==> config.mk <==
export PLATFORM = sky130hd
export DESIGN_NAME = text_line_segmenter
export DESIGN_NICKNAME = d
export VERILOG_FILES = /design/src/rtl/tls_pkg.sv /design/src/rtl/tls_line_track.sv /design/src/rtl/tls_out_fifo.sv /design/src/rtl/text_line_segmenter.sv
export VERILOG_INCLUDE_DIRS = /design/src /design/src/rtl
export SDC_FILE = /design/constraint.sdc
export NUM_CORES = 1
export LEC_CHECK = 0
export BUFFER_PORTS_ARGS = -buffer_cell sky130_fd_sc_hd__buf_2
export CAP_MARGIN = 20
export CORE_MARGIN = 4
export CORE_UTILIZATION = 50
export CTS_CLUSTER_SIZE = 40
export DETAILED_ROUTE_END_ITERATION = 12
export PLACE_DENSITY_LB_ADDON = 0.3
export SKIP_CTS_REPAIR_TIMING = 1
export SLEW_MARGIN = 20
export SYNTH_ARGS = -nofsm -noshare
export SYNTH_HDL_FRONTEND = slang
export SYNTH_HIERARCHICAL = 1
export SYNTH_SLANG_ARGS = --single-unit
==> constraint.sdc <==
create_clock -name i_clk -period 15.6 [get_ports i_clk]
set_input_delay 0 -clock i_clk [delete_from_list [all_inputs] [get_ports i_clk]]
set_output_delay 0 -clock i_clk [all_outputs]
set_load 0.005 [all_outputs]
==> src/rtl/text_line_segmenter_macros.svh <==
// ----------------------------------------------------------------------------
// text_line_segmenter_macros
// Assertion macros shared by the segmenter RTL; empty when SYNTH is defined.
// ----------------------------------------------------------------------------
`ifndef TEXT_LINE_SEGMENTER_MACROS_SVH
`define TEXT_LINE_SEGMENTER_MACROS_SVH

`ifndef SYNTH
// property must hold at every clock edge outside reset
`define TLS_ASSERT(lbl, clk, rstn, prop) \
    lbl: assert property (@(posedge clk) disable iff (!rstn) (prop)) \
        else $error("tls assertion failed");
// expression must never be true outside reset
`define TLS_ASSERT_NEVER(lbl, clk, rstn, expr) \
    lbl: assert property (@(posedge clk) disable iff (!rstn) !(expr)) \
        else $error("tls forbidden condition");
`else
`define TLS_ASSERT(lbl, clk, rstn, prop)
`define TLS_ASSERT_NEVER(lbl, clk, rstn, expr)
`endif

`endif

==> src/rtl/tls_pkg.sv <==
// ----------------------------------------------------------------------------
// tls_pkg
// Widths, register codes and types of the text line segmenter.
// ----------------------------------------------------------------------------
`timescale 1ns / 1ps

package tls_pkg;

    localparam int ROW_BITS  = 12;
    localparam int OUT_BITS  = 12;
    localparam int PIX_BITS  = 8;
    localparam int GAP_BITS  = 12;
    localparam int CMP_BITS  = (ROW_BITS > GAP_BITS) ? ROW_BITS : GAP_BITS;

    localparam int CFG_ADDR_BITS = 1;
    localparam int CFG_DATA_BITS = 12;
    localparam logic [CFG_ADDR_BITS-1:0] CFG_INK_THRESHOLD = 1'd0;
    localparam logic [CFG_ADDR_BITS-1:0] CFG_MERGE_GAP     = 1'd1;

    localparam logic [PIX_BITS-1:0] THRESHOLD_RESET = 8'd120;
    localparam logic [GAP_BITS-1:0] GAP_RESET       = 12'd10;

    localparam logic [ROW_BITS-1:0] ROW_MAX = {ROW_BITS{1'b1}};

    localparam int FIFO_DEPTH = 4;
    localparam int FIFO_PTR_W = $clog2(FIFO_DEPTH);
    localparam int FIFO_CNT_W = FIFO_PTR_W + 1;

    typedef struct packed {
        logic                last;
        logic [OUT_BITS-1:0] bottom;
        logic [OUT_BITS-1:0] top;
    } t_line;

    // results of one transaction, slot 0 first
    typedef struct packed {
        logic [1:0] count;
        t_line      slot1;
        t_line      slot0;
    } t_res_pair;

    function automatic logic [OUT_BITS-1:0] to_out(input logic [ROW_BITS-1:0] row);
        return OUT_BITS'(row);
    endfunction

endpackage

==> src/rtl/tls_line_track.sv <==
// ----------------------------------------------------------------------------
// tls_line_track
// Row ink detection, run tracking and line merging; produces up to two
// line spans per transaction.
// ----------------------------------------------------------------------------
`timescale 1ns / 1ps
`include "text_line_segmenter_macros.svh"

module tls_line_track (
    input  logic                                i_clk,
    input  logic                                i_rst_n,
    input  logic                                i_cfg_we,
    input  logic [tls_pkg::CFG_ADDR_BITS-1:0]   i_cfg_addr,
    input  logic [tls_pkg::CFG_DATA_BITS-1:0]   i_cfg_data,
    input  logic                                i_accept,
    input  logic [tls_pkg::PIX_BITS-1:0]        i_pixel,
    input  logic                                i_row_end,
    input  logic                                i_frame_end,
    output tls_pkg::t_res_pair                  o_res
);

    logic [tls_pkg::PIX_BITS-1:0] r_threshold;
    logic [tls_pkg::GAP_BITS-1:0] r_gap;
    logic [tls_pkg::ROW_BITS-1:0] r_row_count, n_row_count;
    logic                         r_row_has_ink, n_row_has_ink;
    logic                         r_run_open, n_run_open;
    logic [tls_pkg::ROW_BITS-1:0] r_run_top, n_run_top;
    logic                         r_pend_valid, n_pend_valid;
    logic [tls_pkg::ROW_BITS-1:0] r_pend_top, n_pend_top;
    logic [tls_pkg::ROW_BITS-1:0] r_pend_bottom, n_pend_bottom;

    logic                         row_done;
    logic                         ink;
    logic                         open_new;
    logic [tls_pkg::ROW_BITS-1:0] top_new;
    logic [tls_pkg::ROW_BITS-1:0] eff_top;
    logic                         do_close;
    logic [tls_pkg::ROW_BITS-1:0] diff;
    logic                         merge;
    logic                         emit_old;
    logic                         emit_pend;
    tls_pkg::t_line               line_old;
    tls_pkg::t_line               line_pend;

    always_ff @(posedge i_clk) begin
        if (!i_rst_n) begin
            r_threshold <= tls_pkg::THRESHOLD_RESET;
            r_gap       <= tls_pkg::GAP_RESET;
        end else if (i_cfg_we) begin
            case (i_cfg_addr)
                tls_pkg::CFG_INK_THRESHOLD: r_threshold <= i_cfg_data[tls_pkg::PIX_BITS-1:0];
                tls_pkg::CFG_MERGE_GAP:     r_gap       <= i_cfg_data[tls_pkg::GAP_BITS-1:0];
                default: ;
            endcase
        end
    end

    always_comb begin
        row_done = i_row_end | i_frame_end;
        ink      = r_row_has_ink | (i_pixel <= r_threshold);
        open_new = row_done & ink & ~r_run_open;
        top_new  = (r_row_count != '0) ? r_row_count - 1'b1 : '0;
        eff_top  = open_new ? top_new : r_run_top;
        do_close = row_done & ((r_run_open & ~ink) | (i_frame_end & (r_run_open | ink)));
        diff     = eff_top - r_pend_bottom;
        merge    = r_pend_valid & (eff_top >= r_pend_bottom)
                   & (tls_pkg::CMP_BITS'(diff) <= tls_pkg::CMP_BITS'(r_gap));

        n_row_count   = r_row_count;
        n_row_has_ink = r_row_has_ink;
        n_run_open    = r_run_open;
        n_run_top     = r_run_top;
        n_pend_valid  = r_pend_valid;
        n_pend_top    = r_pend_top;
        n_pend_bottom = r_pend_bottom;
        emit_old      = 1'b0;

        if (do_close) begin
            if (merge) begin
                n_pend_bottom = r_row_count;
            end else begin
                emit_old      = r_pend_valid;
                n_pend_valid  = 1'b1;
                n_pend_top    = eff_top;
                n_pend_bottom = r_row_count;
            end
        end

        line_old.top    = tls_pkg::to_out(r_pend_top);
        line_old.bottom = tls_pkg::to_out(r_pend_bottom);
        line_pend.top    = tls_pkg::to_out(n_pend_top);
        line_pend.bottom = tls_pkg::to_out(n_pend_bottom);
        line_pend.last   = 1'b1;

        emit_pend     = row_done & i_frame_end & n_pend_valid;
        line_old.last = ~emit_pend;

        if (row_done) begin
            n_run_top     = eff_top;
            n_run_open    = ink & ~i_frame_end;
            n_row_has_ink = 1'b0;
            if (i_frame_end) begin
                n_row_count  = '0;
                n_pend_valid = 1'b0;
            end else if (r_row_count != tls_pkg::ROW_MAX) begin
                n_row_count = r_row_count + 1'b1;
            end
        end else begin
            n_row_has_ink = ink;
        end

        o_res.count = {1'b0, emit_old} + {1'b0, emit_pend};
        o_res.slot0 = emit_old ? line_old : line_pend;
        o_res.slot1 = line_pend;
        if (!i_accept) begin
            o_res.count = 2'd0;
        end
    end

    always_ff @(posedge i_clk) begin
        if (!i_rst_n) begin
            r_row_count   <= '0;
            r_row_has_ink <= 1'b0;
            r_run_open    <= 1'b0;
            r_run_top     <= '0;
            r_pend_valid  <= 1'b0;
            r_pend_top    <= '0;
            r_pend_bottom <= '0;
        end else if (i_accept) begin
            r_row_count   <= n_row_count;
            r_row_has_ink <= n_row_has_ink;
            r_run_open    <= n_run_open;
            r_run_top     <= n_run_top;
            r_pend_valid  <= n_pend_valid;
            r_pend_top    <= n_pend_top;
            r_pend_bottom <= n_pend_bottom;
        end
    end

    `TLS_ASSERT(a_frame_clears, i_clk, i_rst_n, (i_accept && i_frame_end) |=> (!r_pend_valid && !r_run_open && r_row_count == '0))
    `TLS_ASSERT_NEVER(a_two_no_frame, i_clk, i_rst_n, o_res.count == 2'd2 && !i_frame_end)
    `TLS_ASSERT(a_open_has_pend_or_new, i_clk, i_rst_n, (i_accept && do_close) |=> r_pend_valid || $past(i_frame_end))

endmodule

==> src/rtl/tls_out_fifo.sv <==
// ----------------------------------------------------------------------------
// tls_out_fifo
// Small result queue taking up to two line spans per cycle and delivering
// one per cycle on the output stream while i_ready is high.
// ----------------------------------------------------------------------------
`timescale 1ns / 1ps
`include "text_line_segmenter_macros.svh"

module tls_out_fifo (
    input  logic                i_clk,
    input  logic                i_rst_n,
    input  tls_pkg::t_res_pair  i_res,
    output logic                o_room,
    output logic                o_valid,
    input  logic                i_ready,
    output tls_pkg::t_line      o_line
);

    tls_pkg::t_line                  r_mem [tls_pkg::FIFO_DEPTH];
    logic [tls_pkg::FIFO_PTR_W-1:0]  r_wr_ptr;
    logic [tls_pkg::FIFO_PTR_W-1:0]  r_rd_ptr;
    logic [tls_pkg::FIFO_CNT_W-1:0]  r_count;
    logic [tls_pkg::FIFO_PTR_W-1:0]  wr_ptr1;
    logic                            pop;

    assign pop     = o_valid & i_ready;
    assign o_valid = (r_count != '0);
    assign o_room  = (r_count <= tls_pkg::FIFO_CNT_W'(tls_pkg::FIFO_DEPTH - 2));
    assign o_line  = r_mem[r_rd_ptr];
    assign wr_ptr1 = r_wr_ptr + 1'b1;

    always_ff @(posedge i_clk) begin
        if (i_res.count != 2'd0) begin
            r_mem[r_wr_ptr] <= i_res.slot0;
        end
        if (i_res.count == 2'd2) begin
            r_mem[wr_ptr1] <= i_res.slot1;
        end
    end

    always_ff @(posedge i_clk) begin
        if (!i_rst_n) begin
            r_wr_ptr <= '0;
            r_rd_ptr <= '0;
            r_count  <= '0;
        end else begin
            r_wr_ptr <= r_wr_ptr + tls_pkg::FIFO_PTR_W'(i_res.count);
            r_rd_ptr <= r_rd_ptr + tls_pkg::FIFO_PTR_W'(pop);
            r_count  <= r_count + tls_pkg::FIFO_CNT_W'(i_res.count)
                        - tls_pkg::FIFO_CNT_W'(pop);
        end
    end

    `TLS_ASSERT_NEVER(a_no_overflow, i_clk, i_rst_n, i_res.count != 2'd0 && !o_room)
    `TLS_ASSERT_NEVER(a_count_range, i_clk, i_rst_n, r_count > tls_pkg::FIFO_CNT_W'(tls_pkg::FIFO_DEPTH))
    `TLS_ASSERT(a_ptr_gap, i_clk, i_rst_n, tls_pkg::FIFO_PTR_W'(r_wr_ptr - r_rd_ptr) == r_count[tls_pkg::FIFO_PTR_W-1:0])

endmodule

==> src/rtl/text_line_segmenter.sv <==
// ----------------------------------------------------------------------------
// text_line_segmenter
// Horizontal projection line segmentation of a gray pixel stream.
//
//   channel   dir  fields (low bit up)
//   s_axis    in   tdata: pixel[7:0]; tuser: row_end; tlast: frame_end
//   m_axis    out  tdata: line_top[11:0], line_bottom[23:12]; tlast: last
//   cfg       in   i_cfg_addr 0: ink_threshold[7:0], 1: merge_gap[11:0]
//
// One pixel per clock while s_axis_tready is high; state updates when accepted.
// Line spans go through a 4-entry queue; s_axis_tready drops only while
// fewer than two queue entries are free.
// Synchronous active-low reset; no clearing pass.
// ----------------------------------------------------------------------------
`timescale 1ns / 1ps

module text_line_segmenter (
    input  logic                                i_clk,
    input  logic                                i_rst_n,
    input  logic                                i_cfg_we,
    input  logic [tls_pkg::CFG_ADDR_BITS-1:0]   i_cfg_addr,
    input  logic [tls_pkg::CFG_DATA_BITS-1:0]   i_cfg_data,
    input  logic                                s_axis_tvalid,
    output logic                                s_axis_tready,
    input  logic [7:0]                          s_axis_tdata,   // pixel
    input  logic                                s_axis_tuser,   // row_end
    input  logic                                s_axis_tlast,   // frame_end
    output logic                                m_axis_tvalid,
    input  logic                                m_axis_tready,
    output logic [23:0]                         m_axis_tdata,   // line_top, line_bottom
    output logic                                m_axis_tlast    // last
);

    tls_pkg::t_res_pair res;
    tls_pkg::t_line     line;
    logic               room;
    logic               accept;

    assign s_axis_tready = room;
    assign accept        = s_axis_tvalid & room;

    tls_line_track u_track (
        .i_clk       (i_clk),
        .i_rst_n     (i_rst_n),
        .i_cfg_we    (i_cfg_we),
        .i_cfg_addr  (i_cfg_addr),
        .i_cfg_data  (i_cfg_data),
        .i_accept    (accept),
        .i_pixel     (s_axis_tdata[tls_pkg::PIX_BITS-1:0]),
        .i_row_end   (s_axis_tuser),
        .i_frame_end (s_axis_tlast),
        .o_res       (res)
    );

    tls_out_fifo u_fifo (
        .i_clk   (i_clk),
        .i_rst_n (i_rst_n),
        .i_res   (res),
        .o_room  (room),
        .o_valid (m_axis_tvalid),
        .i_ready (m_axis_tready),
        .o_line  (line)
    );

    assign m_axis_tdata = {line.bottom, line.top};
    assign m_axis_tlast = line.last;

endmodule

# Yosys cells after proc, flatten, opt, wreduce, memory -nomap -nowiden

Memories as Yosys holds them, arrays and structs flattened. A register that Yosys moved wholly into a read port is not among the register bits.
Index checks and enable logic that the tools add are counted.

Flip-flop bits (word level): 78
Word-level logic and storage cells: 78
Input port bits: 28
Memory bits (writable): 100
Memories: 1

Multiplexer cells: 21
Eq/ne operators: 2
$add $sub $neg: 9
Bitwise gates (word level): 21
$lt $le $gt $ge: 4
Reductions and logical operators: 8

Memories:

| memory       | words | width | rd ports | clocked after Yosys merged registers in | wr ports | RTL line           | text |
|---|---|---|---|---|---|---|---|
| u_fifo.r_mem | 4     | 25    | 1        | 1                                       | 2        | tls_out_fifo.sv:19 | `tls_pkg::t_line r_mem [tls_pkg::FIFO_DEPTH];` |

Operator list:

| kind                                                                   | number |
|---|---|
| 12-bit 2-to-1 mux                                                      | 7 |
| 25-bit 2-to-1 mux                                                      | 1 |
| 12-bit by 1-bit adder with 12-bit output (second input constant)       | 1 |
| 1-bit bitwise AND                                                      | 12 |
| 12-bit >= comparator                                                   | 1 |
| 12-bit <= comparator                                                   | 1 |
| 12-bit != test (second input constant)                                 | 1 |
| 12-bit nonzero test                                                    | 1 |
| 12-bit by 1-bit subtractor with 12-bit output (second input constant)  | 1 |
| 12-bit subtractor                                                      | 1 |
| 1-bit 2-to-1 mux                                                       | 11 |
| 8-bit <= comparator                                                    | 1 |
| 2-bit AND reduction                                                    | 3 |
| 1-bit inverter                                                         | 5 |
| 2-bit 2-to-1 mux                                                       | 2 |
| 1-bit OR                                                               | 4 |
| 2-bit nonzero test                                                     | 2 |
| 3-bit by 2-bit adder with 3-bit output                                 | 1 |
| 3-bit by 2-bit <= comparator with 1-bit output (second input constant) | 1 |
| 3-bit AND reduction                                                    | 1 |
| 3-bit nonzero test                                                     | 1 |
| 3-bit by 1-bit subtractor with 3-bit output                            | 1 |
| 1-bit by 1-bit adder with 2-bit output                                 | 1 |
| 2-bit by 1-bit adder with 2-bit output                                 | 1 |
| 3 further kinds                                                        | 3 |

# Longest topological paths before layout

Gate-level depths: netlist of the first run.

Depth after elaboration: 16
Mapped depth: 33

# Cells and area by module

Netlist of the first run, hierarchy kept.

Modules (own cells, without submodules):

| module              | area an instance (µm²) | seq. area each (µm²) | instances | cells an instance |
|---|---|---|---|---|
| tls_out_fifo        | 5321.4                 | 3143.0               | 1         | 289 |
| tls_line_track      | 4966.0                 | 1421.4               | 1         | 604 |
| text_line_segmenter | 6.3                    | 0.0                  | 1         | 1 |

# Worst setup path after synthesis of the first run

OpenSTA, ideal clock, no wires.

Path kind: reg-to-reg
Start: register u_track/r_threshold[1] (netlist name)
End: memory u_fifo/r_mem[0][0] (netlist name), enable pin
Data arrival time: 7.370 ns
Buffers on the path: 2
Setup slack: 7.784 ns
Cell stages (with the launch flop): 29
Path through: dfxtp_1 > inv_1 > ha_1 > nor2b_1 > o211ai_1 > a21boi_2 > o21ai_1 > nand2_1 > o31ai_1 > ha_1 > nor2b_1 > o21a_1 > o211ai_1 > a31oi_1 > a221o_1 > a21oi_1 > xnor2_1 > ha_1 > a21oi_1 > o21ai_0 > o31a_1 > o211ai_4 > buf_4 > nor2_1 > ha_1 > and2_1 > buf_2 > nor2_1 > o31ai_1

RTL lines:

| element                | RTL line             | text |
|---|---|---|
| from (decl)            | tls_line_track.sv:22 | `logic [tls_pkg::PIX_BITS-1:0] r_threshold;` |
| from (signal assigned) | tls_line_track.sv:47 | `r_threshold <= tls_pkg::THRESHOLD_RESET;` |
| from (signal assigned) | tls_line_track.sv:51 | `tls_pkg::CFG_INK_THRESHOLD: r_threshold <= i_cfg_data[tls_pkg::PIX_BITS-1:0];` |
| to (decl)              | tls_out_fifo.sv:19   |  |

==> key figures, run 1 <==
Floorplan
  • Initial Utilization: 50.9%
  • Die area: 22900 um^2
  • Die height: 151 um
  • Io pins: 55
  • Core Region: 20200 um^2
  • DIE WIDTH: 151 um
  • Site Rows: 52

Route
  • Drt wl/cell: 19.4 um
  • DR vias/cell: 5.77
  • Post-route DRC violation count: 0
  • Via Count: 7018
  • Routed Antenna Nets: 0
  • Pre-antenna DRT Iters: 5
  • Routed WL: 23.6 mm
  • Starting DRT DRC Count: 507

Clocking
  • CTS tree: built
  • CTS Sinks: 178
  • Clk slew on worst S/H paths: 70 ps
  • Worst skew pair latency: 430 ps
  • Clk buf depth: 2
  • H-tree depth: 4
  • CTS root buf: clkbuf_16
  • TritonCTS buffer count: 17

Power
  • Overall power: 1380 uW
  • Leakage power: 0.00451 uW
  • VDD IR max: 0.0889 mV
  • Power per cell area: 121 nW/um^2

Synth
  • Post-synthesis sequential area ratio: 44.3%
  • Mapped Area: 10300 um^2
  • Syn nets: 962
  • YS warnings: 6
  • Area contributors post-synth: edfxtp_1, dfxtp_1, mux2_2, mux4_2, ha_1
  • Main synth FF type: edfxtp_1
  • Netlist cell types: 69
  • Fraction of registers with async set/reset: 0%
  • Cells after synthesis: 894
  • Share of the synthesized area in the top cell type: 29.2%
  • Commonest cells post-synth: edfxtp_1, mux2_2, dfxtp_1
  • Count leader, synth: edfxtp_1
  • Yosys top cell by area: edfxtp_1
  • Seq cells post-synth: 178
  • Post-synthesis average cell area: 11.5 um^2
  • Post-synth EDFFs: 100

Global routing
  • Overflow after GRT: 0
  • First-pass GRT wire length: 37.5 mm
  • Vias in the first global route: 6760
  • GRT Total Usage: 21.2%
  • Initial antenna violation count: 0
  • Pin count of the biggest net entering global routing: 42

STA
  • Worst setup margin: 6920 ps
  • Final setup fails: 0
  • Tmin final: 8680 ps
  • Fin. Hold Viols: 0
  • Clk_skew: 15.0 ps
  • Setup TNS: 0 ps
  • Measured slew at the worst slew-check pin: 987 ps
  • Final Max Slew Viols: 0
  • Final period utilization: 55.7%
  • Slew margin rel.: 34.1%
  • Unrepaired setup endpoints after global routing: false
  • FMAX: 115 MHz

Setup path
  • Crit-path max FO: 17
  • CP max-delay cell: nor4bb_4
  • CP endpoint kind: register
  • Crit start category: register
  • WS Path Type: reg -> reg
  • Max stage delay on crit path: 920 ps
  • Cell repeated most along the worst path: ha_1
  • CP required: 15780 ps
  • Crit path arrival time: 8870 ps

Job
  • Max-cap violations: 0

Place
  • Port buffer count: 54
  • Post-DP Area: 10700 um^2
  • Place WS: 7050 ps
  • Hpwl dp: 16.1 mm
  • RD Place Congestion: 0.905

Final layout
  • Fill cells: 1700
  • Final nets: 1001
  • Area Overhead vs Synth: 11.0%
  • Layout cell share with drive strength beyond 1: 26.3%
  • Ant. Diodes: 0
  • Design Area, Final: 11400 um^2

Run status
  • Status: completed

Hold path
  • Hold WC Path Type: in -> reg
==> where the power goes <==
part	total (uW)	switching, uW	internal (uW)
Sequential	552	30.4	522
Clock	421	195	226
Combinational	409	213	196
==> final cells by class <==
| class | instances | area (um^2) | share of cell area, % |
|---|---|---|---|
| Multi-Input combinational cell | 613 | 5290 | 46.3 |
| Sequential cell | 178 | 4570 | 40.0 |
| Timing Repair Buffer | 77 | 478 | 4.18 |
| Clock buffer | 19 | 433 | 3.79 |
| Tap cell | 270 | 338 | 2.96 |
| Inverter | 46 | 173 | 1.51 |
| Clock inverter | 13 | 146 | 1.28 |
==> cells in the final DEF, fill, tap and decap left out, types with 10 or more instances in the layout <==
cell type,count
a21oi_1,47
and2_1,15
buf_2,54
clkbuf_16,17
dfxtp_1,77
dlygate4sd3_1,14
edfxtp_1,100
ha_1,38
inv_1,45
mux2_1,35
mux2_2,95
mux2_4,10
mux2i_1,23
mux4_2,25
nand2_1,74
nand3_1,15
nor2_1,51
nor3_1,12
o211ai_1,11
o21ai_0,17
o31ai_1,12
xnor2_1,16
==> flip-flops by register name, indices dropped and copies added, names as in the netlist <==
register and flops:
u_fifo/r_wr_ptr 2, u_track/r_run_top 12, u_track/r_pend_top 12, u_track/r_pend_bottom 12, u_fifo/r_count 3, u_track/r_run_open 1, u_track/r_gap 12, u_fifo/r_rd_ptr 2
u_track/r_pend_valid 1, u_track/r_row_has_ink 1, u_fifo/r_mem 100, u_track/r_threshold 8, u_track/r_row_count 12
==> through the flow <==
| stage | utilization (%) | std cells | hold WS [ps] |
|---|---|---|---|
| global placement | 52.9 | 1170 | 248 |
| global route | 56.5 | 1216 | 22.2 |
| floorplan | - | 894 | 122 |
| detailed placement | 52.9 | 1170 | 253 |
| CTS | 55.8 | 1202 | -206 |
| finish | 56.5 | 1216 | 2.27 |
==> worst max-delay path: cells and delay by family (launching register included) <==
family	cells	cell delay [ps]
multiplexers	1	360
AND/OR/NAND/NOR	6	1900
AO/OA/AOI/OAI	13	4020
flip-flops	1	330
adder cells (fa/ha/maj)	4	1230
XOR/XNOR	1	140
buffers and inverters	2	430
==> per-layer routing <==
layer | vias up | global-route usage, % | share of wire (%)
met4 | 0 | 5.58 | 1.5
met5 | - | 0 | 0
met3 | 24 | 3.90 | 6.3
met2 | 210 | 32.6 | 45
li1 | 3378 | - | -
met1 | 3406 | 30.9 | 47
==> logic make-up (layout without fill, tap and decap cells) <==
kind of cell | count (synthesis) | count (layout) | synth area share (%)
AO/OA/AOI/OAI | 138 | 138 | 9.15
other | 1 | 1 | 0.0364
XOR/XNOR | 24 | 24 | 2.31
AND/OR/NAND/NOR | 222 | 222 | 11.0
buffers and inverters | 103 | 155 | 4.81
multiplexers | 188 | 188 | 23.4
flip-flops | 178 | 178 | 44.3
adder cells (fa/ha/maj) | 40 | 40 | 5.01
==> path summary, 6_finish.rpt <==
path | from | to | slack, ps | cells after the start
hold reg to reg | u_track/r_gap[7]$_SDFFE_PN0P_ | u_track/r_gap[7]$_SDFFE_PN0P_ | 460 | 2
setup / recovery | u_track/r_threshold[1]$_SDFFE_PN0P_ | u_fifo/r_mem[3][2]$_DFFE_PP_ | 6920 | 27
hold / removal | i_cfg_we | u_track/r_threshold[2]$_SDFFE_PN0P_ | 2 | 4
setup reg to reg | u_track/r_threshold[1]$_SDFFE_PN0P_ | u_fifo/r_mem[3][2]$_DFFE_PP_ | 6920 | 27
(Power assumes the default switching activity.)
==> run 2: changes to the inputs <==
==> constraint.sdc (replaced) <==
create_clock -name i_clk -period 7.83 [get_ports i_clk]
set_input_delay 0 -clock i_clk [delete_from_list [all_inputs] [get_ports i_clk]]
set_output_delay 0 -clock i_clk [all_outputs]
set_load 0.005 [all_outputs]
==> run 2 against run 1 <==
  * Clock skew fell by 5.2 ps
  * First-iteration DRC count is 2.6% lower
  * Critical endpoint is now u_fifo/r_mem[0][13]$_DFFE_PP_
  * Die area stayed put
  * Wire length down 1.8%
  * Final cell count grew 0.90%
  * Combinational power grew 100%
  * Final area rose by 0.59%
  * Sequential power up 99%
  * Non-clock buffer count grew 12
  * Fmax increased by 17%
  * Critical path type unchanged
  * Via count decreased by 0.13%
==> key figures, run 2 (same netlist as run 1, synthesis figures left out) <==
Run status
  • Status: completed

Clocking
  • Clk buf depth: 2 (unchanged)
  • Clk slew on worst S/H paths: 70 ps (about the same)
  • H-tree depth: 4 (unchanged)
  • CTS tree: built
  • CTS Sinks: 178 (unchanged)
  • CTS root buf: clkbuf_16
  • Worst skew pair latency: 430 ps (about the same)
  • TritonCTS buffer count: 17 (unchanged)

Final layout
  • Final nets: 1013 (+1.2%)
  • Design Area, Final: 11500 um^2 (+0.59%)
  • Max FFs per register: 100 (unchanged)
  • Layout cell share with drive strength beyond 1: 27.1% (+0.74 points)
  • Area Overhead vs Synth: 11.7%
  • Most common cell after layout, fill and taps aside: edfxtp_1
  • Ant. Diodes: 0 (unchanged)
  • Most frequent cells in the layout: edfxtp_1, mux2_2, dfxtp_1, nand2_1, buf_2
  • Largest Register: u_fifo/r_mem

Route
  • Starting DRT DRC Count: 494 (-2.6%)
  • Routed Antenna Nets: 0 (unchanged)
  • Pre-antenna DRT Iters: 5 (unchanged)
  • Routed WL: 23.1 mm (-1.8%)
  • Drt wl/cell: 18.9 um (-2.7%)
  • DR vias/cell: 5.71 (-1.0%)
  • Via Count: 7009 (-0.13%)
  • Post-route DRC violation count: 0 (unchanged)

Place
  • Hpwl dp: 16.1 mm (+0.12%)
  • Post-DP Area: 10800 um^2 (+0.85%)
  • RD Place Congestion: 0.917 (+1.3%)
  • Port buffer count: 54 (unchanged)

Floorplan
  • Die height: 151 um (unchanged)
  • Site Rows: 52 (unchanged)
  • DIE WIDTH: 151 um (unchanged)
  • Initial Utilization: 50.9% (unchanged)
  • Io pins: 55 (unchanged)
  • Die area: 22900 um^2 (unchanged)
  • Core Region: 20200 um^2 (unchanged)

STA
  • Final period utilization: 94.9% (+39 points)
  • Tmin final: 7430 ps (-1250 ps)
  • FMAX: 135 MHz (+17%)
  • Measured slew at the worst slew-check pin: 861 ps (-126 ps)
  • Final Max Slew Viols: 0 (unchanged)
  • Setup TNS: 0 ps (unchanged)
  • Clk_skew: 9.83 ps (-5.18 ps)
  • Fin. Hold Viols: 0 (unchanged)
  • Final setup fails: 0 (unchanged)
  • Unrepaired setup endpoints after global routing: false
  • Slew margin rel.: 42.6% (+8.5 points)

Hold path
  • Hold WC Path Type: in -> reg

Setup path
  • Crit path arrival time: 7550 ps (-1320 ps)
  • CP required: 7940 ps (-7840 ps)
  • Max stage delay on crit path: 660 ps (-260 ps)
  • CP max-delay cell: o31ai_1
  • R2r worst-path depth: 28 (+3.7%)
  • CP endpoint kind: register
  • Critical Path Start: u_track/r_threshold[1]$_SDFFE_PN0P_
  • Crit start category: register
  • Crit-path max FO: 26 (+9)
  • WS Path Type: reg -> reg
  • Cell family with the largest share of critical-path delay: compound AO/OA/AOI/OAI gates
  • Reg-to-Reg Start: u_track/r_threshold[1]$_SDFFE_PN0P_
  • Stages on worst setup path: 28 (+3.7%)
  • Worst R2R End: u_fifo/r_mem[0][13]$_DFFE_PP_
  • Worst path buffer plus inverter count: 3 (+1)
  • Cell repeated most along the worst path: ha_1
  • Crit path to: u_fifo/r_mem[0][13]$_DFFE_PP_
  • R2R setup slack: 400 ps (-6520 ps)

Global routing
  • Pin count of the biggest net entering global routing: 42 (unchanged)
  • Vias in the first global route: 6878 (+1.7%)
  • GRT Total Usage: 21.0% (-0.14 points)
  • Overflow after GRT: 0 (unchanged)
  • Initial antenna violation count: 0 (unchanged)
  • First-pass GRT wire length: 37.3 mm (-0.70%)

Power
  • Leakage power: 0.00456 uW (+1.1%)
  • VDD IR max: 0.193 mV (+120%)
  • Power per cell area: 238 nW/um^2 (+97%)

Job
  • Max-cap violations: 0 (unchanged)
-- run 2: cell count changes in the layout (fill, tap and decap cells not counted), moves of 2 or more --
cell / change
buf_4: +11
clkbuf_1: -2
inv_6: -2
clkinv_8: -2
clkinv_1: +2
clkinvlp_4: +3
-- run 2: worst min path at each step --
stage	to	slack (ps)	from	cells after the start
after floorplan	u_fifo/r_count[0]$_SDFF_PN0_	120	i_rst_n	1
after global placement	u_track/r_gap[11]$_SDFFE_PN0P_	250	i_cfg_data[11]	3
after detailed placement	u_track/r_gap[11]$_SDFFE_PN0P_	250	i_cfg_data[11]	3
after CTS	u_track/r_gap[11]$_SDFFE_PN0P_	-210	i_cfg_data[11]	3
after global routing	u_track/r_threshold[2]$_SDFFE_PN0P_	90	i_cfg_addr	4
final	u_track/r_run_open$_SDFFE_PN0P_	20	s_axis_tlast	4
-- run 2: power breakdown --
group / internal [uW] / switching (uW) / total (uW)
logic: 396 / 425 / 821
clock network: 439 / 378 / 818
registers: 1040 / 61.7 / 1100
-- run 2: stage by stage --
stage | power, uW | util (%) | cells | setup WS, ps | hold slack [ps]
after global routing | 2890 | 56.8 | 1227 | 25.1 | 87.2
after CTS | 2750 | 56.1 | 1213 | 487 | -209
after global placement | 1920 | 53.4 | 1182 | 642 | 246
after floorplan | 1720 | - | 894 | 14.1 | 122
after detailed placement | 1930 | 53.4 | 1182 | 565 | 253
final | 2740 | 56.8 | 1227 | 397 | 24.3
-- run 2: routing by layer --
layer / vias to the layer above / share of wire (%) / GRT usage (%)
met5: - / 0 / 0
met4: 0 / 1.4 / 5.58
met3: 22 / 4.4 / 3.54
met2: 183 / 47 / 33.5
met1: 3408 / 47 / 29.9
li1: 3396 / - / -
-- run 2: final cells by class --
type | instances | area, um^2
sequential | 178 | 4570
clock inverter | 14 | 130
multi-input combinational | 613 | 5280
clock buffer | 17 | 425
timing repair buffer | 89 | 581
fill | 1705 | 8740
inverter | 46 | 173
tap | 270 | 338
-- run 2: worst register-to-register path: cells and delay by family (launching register included) --
kind | cells | cell delay [ps]
buf+inv | 3 | 580
compound gates | 14 | 3390
simple gates | 6 | 1460
fa+ha+maj | 4 | 1210
xor+xnor | 1 | 150
flops | 1 | 330
